File: src/sphm_pkg.sv
package sphm_pkg;

  localparam int TIME_BITS     = 32;
  localparam int ERR_BITS      = 16;
  localparam int PCT_BITS      = 7;
  localparam int WIN_BITS      = 16;
  localparam int DROP_CNT_BITS = 16;
  localparam int STAB_BITS     = 14;
  localparam int HEALTH_BITS   = 2;
  localparam int CFG_IDX_BITS  = 3;
  localparam int CFG_DATA_BITS = 16;

  localparam logic [STAB_BITS-1:0] STAB_SCALE = 14'd10000;
  localparam logic [PCT_BITS-1:0]  DROP_SCALE = 7'd100;

  localparam logic [PCT_BITS-1:0] PCT_RESET      = 7'd10;
  localparam logic [WIN_BITS-1:0] WINDOW_RESET   = 16'd1000;
  localparam logic [WIN_BITS-1:0] MARGINAL_RESET = 16'd5;
  localparam logic [WIN_BITS-1:0] GRACE_RESET    = 16'd1000;

  localparam logic [CFG_IDX_BITS-1:0] REG_DROP_PCT  = 3'd0;
  localparam logic [CFG_IDX_BITS-1:0] REG_WINDOW    = 3'd1;
  localparam logic [CFG_IDX_BITS-1:0] REG_MARGINAL  = 3'd2;
  localparam logic [CFG_IDX_BITS-1:0] REG_GRACE     = 3'd3;
  localparam logic [CFG_IDX_BITS-1:0] REG_STOP_EN   = 3'd4;

  typedef enum logic [2:0] {
    ST_IDLE,
    ST_UPDATE,
    ST_JUDGE,
    ST_CORR,
    ST_MUL,
    ST_SCALE,
    ST_DIV,
    ST_DONE
  } state_t;

  typedef enum logic [HEALTH_BITS-1:0] {
    HEALTH_OK       = 2'd0,
    HEALTH_MARGINAL = 2'd1,
    HEALTH_UNSTABLE = 2'd2,
    HEALTH_FAILED   = 2'd3
  } health_t;

endpackage

File: src/supply_power_health_monitor.sv
// Supply power health monitor. Each request is one poll sample (timestamp, two power
// readings, two cumulative error counts, two load-running flags; tuser carries the
// session clear flag) and yields exactly one result: total power, drop count, largest
// drop, sticky error correlation flag, stability in hundredths of a percent, health code
// and stop request. After a sample is accepted the block is not ready again until its
// result is finished. Stability is recomputed only once two nonzero samples have been
// accumulated; the divider is skipped when the power spread is so large that stability
// clamps to zero. The recomputation is the bit-serial product of power spread and
// sample count, one count bit per cycle, followed by a 14-step scaling by 10000 and a
// 14-step restoring divider by the power sum. A finished result waits in the output
// register while the next sample is accepted; the block only holds a second result back
// until the first has been taken.
module supply_power_health_monitor #(
  parameter int POWER_BITS = 20,
  parameter int COUNT_BITS = 24
) (
  input  logic clk,
  input  logic rst,
  // tdata, from bit 0: time_ms, cpu_power_mw, gpu_power_mw, cpu_errors, gpu_errors,
  // cpu_active, gpu_active, zero fill.
  input  logic s_tvalid,
  output logic s_tready,
  input  logic [((sphm_pkg::TIME_BITS + 2*POWER_BITS + 2*sphm_pkg::ERR_BITS + 2 + 7)
                 / 8) * 8 - 1 : 0] s_tdata,
  // tuser: clear.
  input  logic s_tuser,
  // tdata, from bit 0: total_power_mw, drop_events, largest_drop_mw, errors_correlated,
  // stability_centi_pct, health, stop_request, zero fill.
  output logic m_tvalid,
  input  logic m_tready,
  output logic [((2*(POWER_BITS + 1) + sphm_pkg::DROP_CNT_BITS + 1 + sphm_pkg::STAB_BITS
                  + sphm_pkg::HEALTH_BITS + 1 + 7) / 8) * 8 - 1 : 0] m_tdata,
  input  logic cfg_wr_en,
  input  logic [sphm_pkg::CFG_IDX_BITS-1:0] cfg_index,
  input  logic [sphm_pkg::CFG_DATA_BITS-1:0] cfg_data
);

  localparam int TOTAL_BITS = POWER_BITS + 1;
  localparam int PROD_BITS  = TOTAL_BITS + COUNT_BITS;
  localparam int SUM_BITS   = (PROD_BITS > 64) ? 64 : PROD_BITS;
  localparam int SUM_EXT    = SUM_BITS + 1;
  localparam int NUM_BITS   = PROD_BITS + sphm_pkg::STAB_BITS;
  localparam int CMP_BITS   = TOTAL_BITS + sphm_pkg::PCT_BITS;
  localparam int ETOT_BITS  = sphm_pkg::ERR_BITS + 1;
  localparam int STEP_MAX   = (COUNT_BITS > sphm_pkg::STAB_BITS) ? COUNT_BITS
                                                                   : sphm_pkg::STAB_BITS;
  localparam int STEP_BITS  = $clog2(STEP_MAX);
  localparam int SIDX_BITS  = $clog2(sphm_pkg::STAB_BITS);
  localparam int OUT_W      = $bits(m_tdata);

  localparam int OFF_CPU_P = sphm_pkg::TIME_BITS;
  localparam int OFF_GPU_P = OFF_CPU_P + POWER_BITS;
  localparam int OFF_CPU_E = OFF_GPU_P + POWER_BITS;
  localparam int OFF_GPU_E = OFF_CPU_E + sphm_pkg::ERR_BITS;
  localparam int OFF_CPU_A = OFF_GPU_E + sphm_pkg::ERR_BITS;
  localparam int OFF_GPU_A = OFF_CPU_A + 1;

  localparam int O_DROPS   = TOTAL_BITS;
  localparam int O_LARGEST = O_DROPS + sphm_pkg::DROP_CNT_BITS;
  localparam int O_CORR    = O_LARGEST + TOTAL_BITS;
  localparam int O_STAB    = O_CORR + 1;
  localparam int O_HEALTH  = O_STAB + sphm_pkg::STAB_BITS;
  localparam int O_STOP    = O_HEALTH + sphm_pkg::HEALTH_BITS;

  sphm_pkg::state_t state, state_next;

  logic [sphm_pkg::PCT_BITS-1:0] r_drop_pct;
  logic [sphm_pkg::WIN_BITS-1:0] r_window;
  logic [sphm_pkg::WIN_BITS-1:0] r_marginal;
  logic [sphm_pkg::WIN_BITS-1:0] r_grace;
  logic                          r_stop_en;

  logic [TOTAL_BITS-1:0]              previous_power;
  logic [ETOT_BITS-1:0]               previous_error_total;
  logic [SUM_BITS-1:0]                power_sum;
  logic [COUNT_BITS-1:0]              sample_count;
  logic [TOTAL_BITS-1:0]              power_minimum;
  logic [TOTAL_BITS-1:0]              power_maximum;
  logic                               recent_drop;
  logic [sphm_pkg::TIME_BITS-1:0]     last_drop_time;
  logic [sphm_pkg::DROP_CNT_BITS-1:0] drop_counter;
  logic [TOTAL_BITS-1:0]              largest_drop;
  logic                               correlated_flag;
  logic [sphm_pkg::STAB_BITS-1:0]     stability_value;

  logic                           clear_q;
  logic [sphm_pkg::TIME_BITS-1:0] now_q;
  logic [TOTAL_BITS-1:0]          total_q;
  logic [ETOT_BITS-1:0]           err_total_q;
  logic                           cpu_act_q;
  logic                           gpu_act_q;
  logic                           err_any_q;

  logic                           drop_cand;
  logic [TOTAL_BITS-1:0]          drop_amt;
  logic [CMP_BITS-1:0]            drop_x100;
  logic [CMP_BITS-1:0]            pct_prev;
  sphm_pkg::health_t              health_q;

  logic [PROD_BITS-1:0]           prod;
  logic [COUNT_BITS-1:0]          mplier;
  logic [NUM_BITS-1:0]            acc;
  logic [SUM_BITS-1:0]            rem;
  logic [sphm_pkg::STAB_BITS-1:0] quot;
  logic [STEP_BITS-1:0]           cnt;

  logic [SUM_BITS-1:0]            base_sum;
  logic [COUNT_BITS-1:0]          base_cnt;
  logic [TOTAL_BITS-1:0]          base_min;
  logic [TOTAL_BITS-1:0]          base_max;
  logic [TOTAL_BITS-1:0]          base_prev;
  logic [SUM_EXT-1:0]             sum_add;
  logic [TOTAL_BITS-1:0]          drop_diff;
  logic [sphm_pkg::TIME_BITS-1:0] since;
  logic                           corr_hit;
  logic                           corr_next;
  logic [TOTAL_BITS-1:0]          spread;
  logic [NUM_BITS-1:0]            acc_next;
  logic                           zero_case;
  logic [SUM_EXT-1:0]             div_t;
  logic                           div_ge;
  logic [SUM_EXT-1:0]             div_diff;
  logic [sphm_pkg::STAB_BITS-1:0] quot_next;
  logic                           stab_go;
  logic                           out_free;
  logic [OUT_W-1:0]               out_word;
  sphm_pkg::health_t              health_calc;

  assign s_tready = (state == sphm_pkg::ST_IDLE);
  assign out_free = !m_tvalid || m_tready;

  always_ff @(posedge clk) begin
    if (rst) begin
      r_drop_pct <= sphm_pkg::PCT_RESET;
      r_window   <= sphm_pkg::WINDOW_RESET;
      r_marginal <= sphm_pkg::MARGINAL_RESET;
      r_grace    <= sphm_pkg::GRACE_RESET;
      r_stop_en  <= 1'b0;
    end else if (cfg_wr_en) begin
      case (cfg_index)
        sphm_pkg::REG_DROP_PCT: r_drop_pct <= cfg_data[sphm_pkg::PCT_BITS-1:0];
        sphm_pkg::REG_WINDOW:   r_window   <= cfg_data[sphm_pkg::WIN_BITS-1:0];
        sphm_pkg::REG_MARGINAL: r_marginal <= cfg_data[sphm_pkg::WIN_BITS-1:0];
        sphm_pkg::REG_GRACE:    r_grace    <= cfg_data[sphm_pkg::WIN_BITS-1:0];
        sphm_pkg::REG_STOP_EN:  r_stop_en  <= cfg_data[0];
        default: ;
      endcase
    end
  end

  always_comb begin
    base_sum  = clear_q ? '0 : power_sum;
    base_cnt  = clear_q ? '0 : sample_count;
    base_min  = clear_q ? '1 : power_minimum;
    base_max  = clear_q ? '0 : power_maximum;
    base_prev = clear_q ? '0 : previous_power;
    sum_add   = {1'b0, base_sum} + SUM_EXT'(total_q);
    drop_diff = base_prev - total_q;

    since     = now_q - last_drop_time;
    corr_hit  = recent_drop && (err_total_q > previous_error_total)
                && (since <= sphm_pkg::TIME_BITS'(r_window));
    corr_next = correlated_flag || corr_hit;
    stab_go   = (sample_count > COUNT_BITS'(1)) && (power_sum != '0);

    if (!cpu_act_q && !gpu_act_q && (now_q > sphm_pkg::TIME_BITS'(r_grace))) begin
      health_calc = sphm_pkg::HEALTH_FAILED;
    end else if (corr_next) begin
      health_calc = sphm_pkg::HEALTH_UNSTABLE;
    end else if (drop_counter > r_marginal) begin
      health_calc = sphm_pkg::HEALTH_MARGINAL;
    end else begin
      health_calc = sphm_pkg::HEALTH_OK;
    end

    spread    = power_maximum - power_minimum;
    acc_next  = (acc << 1)
                + (sphm_pkg::STAB_SCALE[cnt[SIDX_BITS-1:0]] ? NUM_BITS'(prod) : '0);
    zero_case = PROD_BITS'(power_sum) <= prod;
    div_t     = {rem, acc[sphm_pkg::STAB_BITS-1]};
    div_ge    = div_t >= SUM_EXT'(power_sum);
    div_diff  = div_t - SUM_EXT'(power_sum);
    quot_next = {quot[sphm_pkg::STAB_BITS-2:0], div_ge};

    out_word = '0;
    out_word[0 +: TOTAL_BITS] = total_q;
    out_word[O_DROPS +: sphm_pkg::DROP_CNT_BITS] = drop_counter;
    out_word[O_LARGEST +: TOTAL_BITS] = largest_drop;
    out_word[O_CORR] = correlated_flag;
    out_word[O_STAB +: sphm_pkg::STAB_BITS] = stability_value;
    out_word[O_HEALTH +: sphm_pkg::HEALTH_BITS] = sphm_pkg::HEALTH_BITS'(health_q);
    out_word[O_STOP] = r_stop_en && err_any_q;
  end

  always_ff @(posedge clk) begin
    if (rst) begin
      state <= sphm_pkg::ST_IDLE;
    end else begin
      state <= state_next;
    end
  end

  always_comb begin
    state_next = state;
    case (state)
      sphm_pkg::ST_IDLE:   if (s_tvalid) state_next = sphm_pkg::ST_UPDATE;
      sphm_pkg::ST_UPDATE: state_next = sphm_pkg::ST_JUDGE;
      sphm_pkg::ST_JUDGE:  state_next = sphm_pkg::ST_CORR;
      sphm_pkg::ST_CORR:   state_next = stab_go ? sphm_pkg::ST_MUL : sphm_pkg::ST_DONE;
      sphm_pkg::ST_MUL:    if (cnt == '0) state_next = sphm_pkg::ST_SCALE;
      sphm_pkg::ST_SCALE: begin
        if (cnt == '0) begin
          state_next = zero_case ? sphm_pkg::ST_DONE : sphm_pkg::ST_DIV;
        end
      end
      sphm_pkg::ST_DIV:    if (cnt == '0) state_next = sphm_pkg::ST_DONE;
      sphm_pkg::ST_DONE:   if (out_free) state_next = sphm_pkg::ST_IDLE;
      default:             state_next = sphm_pkg::ST_IDLE;
    endcase
  end

  always_ff @(posedge clk) begin
    if (rst) begin
      m_tvalid <= 1'b0;
    end else if (state == sphm_pkg::ST_DONE && out_free) begin
      m_tvalid <= 1'b1;
    end else if (m_tready) begin
      m_tvalid <= 1'b0;
    end
  end

  always_ff @(posedge clk) begin
    if (state == sphm_pkg::ST_DONE && out_free) begin
      m_tdata <= out_word;
    end
  end

  always_ff @(posedge clk) begin
    if (s_tvalid && s_tready) begin
      clear_q     <= s_tuser;
      now_q       <= s_tdata[0 +: sphm_pkg::TIME_BITS];
      total_q     <= TOTAL_BITS'(s_tdata[OFF_CPU_P +: POWER_BITS])
                     + TOTAL_BITS'(s_tdata[OFF_GPU_P +: POWER_BITS]);
      err_total_q <= ETOT_BITS'(s_tdata[OFF_CPU_E +: sphm_pkg::ERR_BITS])
                     + ETOT_BITS'(s_tdata[OFF_GPU_E +: sphm_pkg::ERR_BITS]);
      err_any_q   <= (s_tdata[OFF_CPU_E +: sphm_pkg::ERR_BITS] != '0)
                     || (s_tdata[OFF_GPU_E +: sphm_pkg::ERR_BITS] != '0);
      cpu_act_q   <= s_tdata[OFF_CPU_A];
      gpu_act_q   <= s_tdata[OFF_GPU_A];
    end
  end

  always_ff @(posedge clk) begin
    case (state)
      sphm_pkg::ST_UPDATE: begin
        drop_cand <= (base_prev != '0) && (total_q != '0) && (base_prev > total_q);
        drop_amt  <= drop_diff;
        drop_x100 <= CMP_BITS'(drop_diff) * CMP_BITS'(sphm_pkg::DROP_SCALE);
        pct_prev  <= CMP_BITS'(r_drop_pct) * CMP_BITS'(base_prev);
      end
      sphm_pkg::ST_CORR: begin
        health_q <= health_calc;
        prod     <= '0;
        mplier   <= sample_count;
        cnt      <= STEP_BITS'(COUNT_BITS - 1);
      end
      sphm_pkg::ST_MUL: begin
        prod   <= (prod << 1) + (mplier[COUNT_BITS-1] ? PROD_BITS'(spread) : '0);
        mplier <= mplier << 1;
        if (cnt == '0) begin
          acc <= '0;
          cnt <= STEP_BITS'(sphm_pkg::STAB_BITS - 1);
        end else begin
          cnt <= cnt - 1'b1;
        end
      end
      sphm_pkg::ST_SCALE: begin
        acc <= acc_next;
        if (cnt == '0) begin
          rem <= acc_next[sphm_pkg::STAB_BITS +: SUM_BITS];
          cnt <= STEP_BITS'(sphm_pkg::STAB_BITS - 1);
        end else begin
          cnt <= cnt - 1'b1;
        end
      end
      sphm_pkg::ST_DIV: begin
        rem  <= div_ge ? div_diff[SUM_BITS-1:0] : div_t[SUM_BITS-1:0];
        quot <= quot_next;
        acc  <= acc << 1;
        cnt  <= cnt - 1'b1;
      end
      default: ;
    endcase
  end

  always_ff @(posedge clk) begin
    if (rst) begin
      previous_power       <= '0;
      previous_error_total <= '0;
      power_sum            <= '0;
      sample_count         <= '0;
      power_minimum        <= '1;
      power_maximum        <= '0;
      recent_drop          <= 1'b0;
      last_drop_time       <= '0;
      drop_counter         <= '0;
      largest_drop         <= '0;
      correlated_flag      <= 1'b0;
      stability_value      <= '0;
    end else begin
      case (state)
        sphm_pkg::ST_UPDATE: begin
          if (total_q != '0 && base_cnt != '1) begin
            power_sum    <= sum_add[SUM_BITS] ? '1 : sum_add[SUM_BITS-1:0];
            sample_count <= base_cnt + 1'b1;
          end else begin
            power_sum    <= base_sum;
            sample_count <= base_cnt;
          end
          if (total_q != '0 && total_q < base_min) begin
            power_minimum <= total_q;
          end else begin
            power_minimum <= base_min;
          end
          if (total_q != '0 && total_q > base_max) begin
            power_maximum <= total_q;
          end else begin
            power_maximum <= base_max;
          end
          previous_power <= base_prev;
          if (clear_q) begin
            previous_error_total <= '0;
            recent_drop          <= 1'b0;
            last_drop_time       <= '0;
            drop_counter         <= '0;
            largest_drop         <= '0;
            correlated_flag      <= 1'b0;
            stability_value      <= '0;
          end
        end
        sphm_pkg::ST_JUDGE: begin
          if (drop_cand && drop_x100 > pct_prev) begin
            if (drop_counter != '1) begin
              drop_counter <= drop_counter + 1'b1;
            end
            last_drop_time <= now_q;
            recent_drop    <= 1'b1;
            if (drop_amt > largest_drop) begin
              largest_drop <= drop_amt;
            end
          end
          previous_power <= total_q;
        end
        sphm_pkg::ST_CORR: begin
          correlated_flag <= corr_next;
          if (recent_drop && since > sphm_pkg::TIME_BITS'(r_window)) begin
            recent_drop <= 1'b0;
          end
          previous_error_total <= err_total_q;
        end
        sphm_pkg::ST_SCALE: begin
          if (cnt == '0 && zero_case) begin
            stability_value <= '0;
          end
        end
        sphm_pkg::ST_DIV: begin
          if (cnt == '0) begin
            stability_value <= sphm_pkg::STAB_SCALE - quot_next;
          end
        end
        default: ;
      endcase
    end
  end

  a_stab_range: assert property (@(posedge clk) disable iff (rst)
    stability_value <= sphm_pkg::STAB_SCALE)
    else $error("stability above full scale");

  a_rem_bound: assert property (@(posedge clk) disable iff (rst)
    state == sphm_pkg::ST_DIV |-> rem < power_sum)
    else $error("divider remainder not below divisor");

  a_min_max: assert property (@(posedge clk) disable iff (rst)
    sample_count != '0 |-> power_minimum <= power_maximum)
    else $error("power minimum above maximum");

  a_drop_mono: assert property (@(posedge clk) disable iff (rst)
    state == sphm_pkg::ST_JUDGE |=> drop_counter >= $past(drop_counter))
    else $error("drop counter went down");

endmodule

File: config.mk
export PLATFORM = sky130hd
export DESIGN_NAME = supply_power_health_monitor
export DESIGN_NICKNAME = d
export VERILOG_FILES = /design/src/sphm_pkg.sv /design/src/supply_power_health_monitor.sv
export SDC_FILE = /design/constraint.sdc
export NUM_CORES = 2
export LEC_CHECK = 0
export BUFFER_PORTS_ARGS = -buffer_cell sky130_fd_sc_hd__buf_4
export CAP_MARGIN = 0
export CORE_ASPECT_RATIO = 1.4
export CORE_UTILIZATION = 64
export DETAILED_ROUTE_END_ITERATION = 12
export PLACE_DENSITY = 0.84
export SETUP_SLACK_MARGIN = 0.3
export SYNTH_ARGS = -nofsm -noshare
export SYNTH_HDL_FRONTEND = slang
export SYNTH_SLANG_ARGS = --single-unit
File: constraint.sdc
create_clock -name clk -period 8.5 [get_ports clk]
set_input_delay 0.425 -clock clk [delete_from_list [all_inputs] [get_ports clk]]
set_output_delay 0.425 -clock clk [all_outputs]
set_load 0.005 [all_outputs]
# After elaboration in Yosys (flattened, before gate mapping)
# Memories as Yosys holds them, arrays and structs flattened. A register that Yosys moved wholly into a read port is not among the register bits.
# Cells that the tools add are included.
dict set report word_totals {
  in_bits 137
  out_inout_bits 82
  ff_bits 712
  latchBits 0
  romBits 16
  ramBits 0
  memories 1
}
dict set report classes {
  n_eq_ne 24
  n_reduce_logical 55
  shifts 0
  n_mul 2
  bitwise_logic 0
  addsub 13
  div_mod_pow 0
  muxes 58
  order_cmp 14
}
# memory depth word_bits read_ports rd_clocked_by_memory_dff write_ports line_no
set memory_table {}
lappend memory_table {{(no name shown)} 16 1 1 1 0 supply_power_health_monitor.sv:178} ;# + (sphm_pkg::STAB_SCALE[cnt[SIDX_BITS-1:0]] ? NUM_BITS'(prod) : '0);
# cell n
set op_table {}
lappend op_table {{two-way mux 45 bit} 6}
lappend op_table {{two-way mux 21 bit} 9}
lappend op_table {{one-hot mux 45 bit (2 select lines)} 2}
lappend op_table {{one-hot mux 58 bit (3 select lines)} 1}
lappend op_table {{one-hot mux 21 bit (2 select lines)} 2}
lappend op_table {{greater-than comparator 32 x 16 -> 1 bit} 2}
lappend op_table {{two-way mux 32 bit} 2}
lappend op_table {{one-hot mux 32 bit (2 select lines)} 1}
lappend op_table {{greater-than comparator 21 bit} 3}
lappend op_table {{adder 59 x 45 -> 59 bit} 1}
lappend op_table {{two-way mux 58 bit} 1}
lappend op_table {{two-way mux 16 bit} 3}
lappend op_table {{two-way mux 24 bit} 2}
lappend op_table {{one-hot mux 24 bit (2 select lines)} 1}
lappend op_table {{adder 45 x 21 -> 46 bit} 1}
lappend op_table {{>= comparator 46 x 45 -> 1 bit} 1}
lappend op_table {{adder 45 x 21 -> 45 bit} 1}
lappend op_table {{less-or-equal comparator 45 bit} 1}
lappend op_table {{nonzero test 45 bit} 1}
lappend op_table {{subtractor 45 bit} 1}
lappend op_table {{two-way mux 14 bit} 3}
lappend op_table {{one-hot mux 14 bit (3 select lines)} 1}
lappend op_table {{nonzero test 21 bit} 2}
lappend op_table {{subtractor 21 bit} 2}
lappend op_table {{other kinds (47)} 116}

# Longest topological paths before layout
dict set report logic_depth {
  word_depth 6
  depth_mapped 32
}

# Worst setup path before layout
# No wires, ideal clock.
dict set report synth_timing {
  path_kind {register to register}
  startpoint {register clear_q}
  endpoint {register drop_x100[27] (data pin)}
  slack_ns 1.749
  stages_incl_launch_ff 30
  arrival_time_ns 6.492
  path_cell_list {edfxtp_1 buf_2 buf_1 clkbuf_1 nor2b_1 clkbuf_1 ha_1 nor2b_1 o21ai_0 a21boi_0 o21a_1 o21ai_0 a21oi_1 a2111oi_0 nor3_1 xnor2_1 inv_1 ha_1 ha_1 inv_1 fa_1 inv_1 ha_1 or3_1 a211oi_1 o31ai_1 o41ai_1 o2111ai_1 a21oi_1 xnor2_1}
}
dict set report synth_between {
  elab_chain_len 3
}
# element line_no
set synth_lines {}
lappend synth_lines {{start, declared} supply_power_health_monitor.sv:86} ;# logic clear_q;
lappend synth_lines {{start signal, assigned} supply_power_health_monitor.sv:240} ;# clear_q <= s_tuser;
lappend synth_lines {{two-way mux 21 bit} supply_power_health_monitor.sv:156} ;# base_prev = clear_q ? '0 : previous_power;
lappend synth_lines {{subtractor 21 bit} supply_power_health_monitor.sv:158} ;# drop_diff = base_prev - total_q;
lappend synth_lines {{net drop_diff[11]} supply_power_health_monitor.sv:113} ;# logic [TOTAL_BITS-1:0] drop_diff;
lappend synth_lines {{multiplier 21 x 5 -> 26 bit} supply_power_health_monitor.sv:258} ;# drop_x100 <= CMP_BITS'(drop_diff) * CMP_BITS'(sphm_pkg::DROP_SCALE);
lappend synth_lines {{end signal, assigned} supply_power_health_monitor.sv:258}
lappend synth_lines {{end, declared} supply_power_health_monitor.sv:96} ;# logic [CMP_BITS-1:0] drop_x100;
# The timed path passes the listed nets, and every way through them passes these cells.
# A chain may end at the register's enable or synchronous reset.

# Worst setup path after layout
# Ends and elaborated chain as after synthesis.

==> reports/results.ini <==
[floorplanning]
fp.dieH_um = 339.7
initial_utilization = 0.6476
top_level_ports = 219
core_area_um2 = 80490
row_count = 123
die-area_um2 = 82600
die_x_extent_um = 243.2

[clock_network]
postCtsSetupBuffers = 0
ctsRootBufferMaster = sky130_fd_sc_hd__clkbuf_16
cts-htree-levels = 3
clock_latency_ns = 0.68
clk_pin_slew_worst_paths_ns = 0.07
cts_num_sinks = 710
cts_tree = done
tritoncts.num_buffers = 75
cts_buffer_depth = 3

[pwr]
max-vdd-ir-drop_mv = 0.2432
p_leak_uw = 0.02484
power_density_nw_per_um2 = 215.8
report.power.total_uw = 12440

[critical_path]
family_with_the_most_delay_on_the_worst_path = compound AO/OA/AOI/OAI gates
critPathMaxFanout = 22
worst-setup-path-type = reg2reg
setup.worst_path.end = drop_x100[27]
critPathSlowestCell = sky130_fd_sc_hd__a2111oi_0
r2r-start = clear_q
crit_start = clear_q
critPathBufInv = 3
cpPeakStageDelay_ns = 0.83
cp-end-kind = flip-flop
start_kind = flip-flop
ff2ff_setup_slack_ns = 0.80
worstPathArrival_ns = 8.10
most_frequent_cp_cell = sky130_fd_sc_hd__ha_1
critical_path.reg2reg.endpoint = drop_x100[27]
crit_path_required_time_ns = 8.91
critical_path_depth = 25
r2r_cells = 25

[hold_path]
hp-class = in2reg

[placed_design]
io_buffer_count = 208
half_perimeter_wire_length_after_detailed_placement_um = 107200
routabilityCongestion = 0.9941

[timing]
max_freq_ghz = 0.1299
worst-slew-pin-transition_ns = 1.291
report.final.hold_viol_count = 0
final.setup.tns_ns = 0
rsz0062_at_grt = no
crit_share_post_route = 0.9054
final.setup_skew_ns = 0.03292
timing.final.setup_violations = 0
finalHoldWorstSlack_ns = 0.02386
finalMaxSlewViolations = 0
max_slew_margin = 0.1332
final.min_clock_period_ns = 7.696

[cells_and_area]
flow.area_growth_from_synthesis_pct = 10.58
insertedDiodeCount = 0
finalCoreUtilization = 0.7161
fillers = 5905
finish.net_count = 6703
final_layout_size_suffix_gt1_frac = 0.08056

[synth]
synth-edff-count = 415
post-synth-top-count-cell = sky130_fd_sc_hd__ha_1
count_of_unique_library_cells_instantiated_by_yosys = 102
synth.ff_latch_count = 710
synthesis_warning_total = 0
dominantRegCellSynth = sky130_fd_sc_hd__edfxtp_1
synthesis.area_um2 = 52120
synth_largest_area_cell = sky130_fd_sc_hd__edfxtp_1
fraction_of_synthesis_flops_using_an_asynchronous_set_or_reset_pin = 0
synth_commonest_cells = 551 x sky130_fd_sc_hd__ha_1, 531 x sky130_fd_sc_hd__inv_1, 492 x sky130_fd_sc_hd__nand2_1
postSynthAreaPerCell_um2 = 9.070
synth_sequential_area_ratio = 0.3524
synth_top_area_share = 0.2391
post_synth_main_area_contributors = sky130_fd_sc_hd__edfxtp_1 24%, sky130_fd_sc_hd__ha_1 13%, sky130_fd_sc_hd__dfxtp_1 11%
syn-instance-count = 5747

[global_route]
antenna_found_initial = 0
overflow = 0
grt_util_all_layers = 0.3453
vias_in_the_first_global_route = 44330
wire_length_of_the_first_global_routing_pass_um = 228000
largest_net_degree_at_the_start_of_global_routing = 81

[detailed_routing]
drt_drc_violations_left = 0
vias = 44280
postRouteAntennaNets = 0
first_pass_iters = 6
detailedRoute.firstIterationViolations = 3281
routed_via_density = 6.308
total_wire_length_um = 145200
drt-wirelength-per-cell_um = 20.69

[job]
drv_cap = 0

[status]
status = complete, no violations

==> worst min path at each step <==
| stage | from | end | slack, ns | cells after the start |
|---|---|---|---|---|
| detailed placement | health_q[1] | m_tdata[74] | 0.41 | 0 |
| CTS | cfg_data[11] | r_marginal[11] | 0.0002 | 3 |
| global placement | health_q[1] | m_tdata[74] | 0.40 | 0 |
| finish | cfg_data[12] | r_window[12] | 0.02 | 3 |
| floorplan | health_q[0] | m_tdata[73] | 0.40 | 0 |
| global route | cfg_data[14] | r_marginal[14] | 0.03 | 3 |
==> logic make-up (layout without fill, tap and decap cells) <==
group	after synthesis	count (layout)	synth area share
other	1	4	0.00007195
muxes	99	99	0.01908
buffers and inverters	764	972	0.05598
DFF	710	710	0.3524
AOI/OAI and AO/OA	1332	1332	0.1682
and+or+nand+nor	1893	1893	0.1796
xor gates and xnor gates	278	278	0.04671
adders and majority gates	670	670	0.1780
==> cell type report <==
class,instances,area [um^2],area share
Clock inverter,42,584.3,0.01014
Clock buffer,97,2083,0.03614
Tap cell,1062,1329,0.02305
Sequential cell,710,18370,0.3187
Multi-Input combinational cell,4276,30920,0.5365
Timing Repair Buffer,300,2349,0.04075
Inverter,533,2004,0.03478
==> per-layer routing <==
| metal | vias to the layer above | global-route usage | routed length, um |
|---|---|---|---|
| li1 | 20690 | - | - |
| met1 | 21080 | 0.3764 | 52290 |
| met2 | 1913 | 0.6134 | 72530 |
| met3 | 596 | 0.05250 | 9968 |
| met4 | 0 | 0.2379 | 10460 |
| met5 | - | 0 | 0 |
==> what timing repair did <==
item	CTS	global route
endpoints found under the hold margin	38	0
gates resized for setup	0	0
hold buffers	37	0
==> through the flow <==
step | instance area [um^2] | instances | worst slack (ns)
detailed placement | 54600 | 6844 | 0.9366
CTS | 57640 | 7020 | 0.8980
global placement | 54600 | 6844 | 1.151
floorplan | 52130 | 5750 | 1.749
finish | 57640 | 7020 | 0.8042
global route | 57640 | 7020 | 0.3352
==> placed cells by master, fill, tap and decap left out, drive strengths merged, types with 82 or more instances in the layout <==
cell    synthesis  layout
ha            551     551
inv           532     540
nand2         493     493
nor2          438     438
edfxtp        415     415
a21oi         406     406
dfxtp         295     295
buf            35     263
o21ai         250     250
and2          190     190
xnor2         186     186
a21o          152     152
nand3         146     146
nor3          121     121
fa            119     119
nand2b        102     102
clkbuf        196      97
mux2i          96      96
nor2b          93      93
xor2           92      92
nand4          82      82
==> report_power, final <==
part | internal [uW] | total, uW | switching [uW] | leakage [uW]
combinational | 1830 | 4530 | 2700 | 0.0173
sequential | 4100 | 4320 | 212 | 0.00628
clock | 2070 | 3590 | 1510 | 0.00128
==> registers in the layout (all words and copies together), names as in the netlist, 23 cells and up, named ones only <==
signal and cells:
mplier 24, m_tdata 76, pct_prev 28, now_q 32, drop_x100 23, acc 58, sample_count 24, prod 45
power_sum 45, last_drop_time 32, rem 45
==> worst register-to-register path, stage by stage, from the launching register on <==
cell and delay [ns]:
sky130_fd_sc_hd__edfxtp_1 0.36, sky130_fd_sc_hd__buf_4 0.22, sky130_fd_sc_hd__nor2b_1 0.55, sky130_fd_sc_hd__ha_1 0.37, sky130_fd_sc_hd__nor2b_1 0.13, sky130_fd_sc_hd__o21ai_0 0.20
sky130_fd_sc_hd__a21boi_0 0.17, sky130_fd_sc_hd__o21a_1 0.20, sky130_fd_sc_hd__o21ai_0 0.29, sky130_fd_sc_hd__a21oi_1 0.14, sky130_fd_sc_hd__a2111oi_0 0.83, sky130_fd_sc_hd__xnor2_1 0.29
sky130_fd_sc_hd__ha_1 0.36, sky130_fd_sc_hd__ha_1 0.28, sky130_fd_sc_hd__inv_1 0.05, sky130_fd_sc_hd__fa_1 0.50, sky130_fd_sc_hd__inv_1 0.04, sky130_fd_sc_hd__ha_1 0.34
sky130_fd_sc_hd__a21oi_1 0.31, sky130_fd_sc_hd__o22ai_1 0.13, sky130_fd_sc_hd__a211oi_1 0.39, sky130_fd_sc_hd__o31ai_1 0.19, sky130_fd_sc_hd__o41ai_1 0.60, sky130_fd_sc_hd__o2111ai_1 0.20
sky130_fd_sc_hd__a21oi_1 0.21, sky130_fd_sc_hd__xnor2_1 0.08
(Power assumes the default switching activity.)
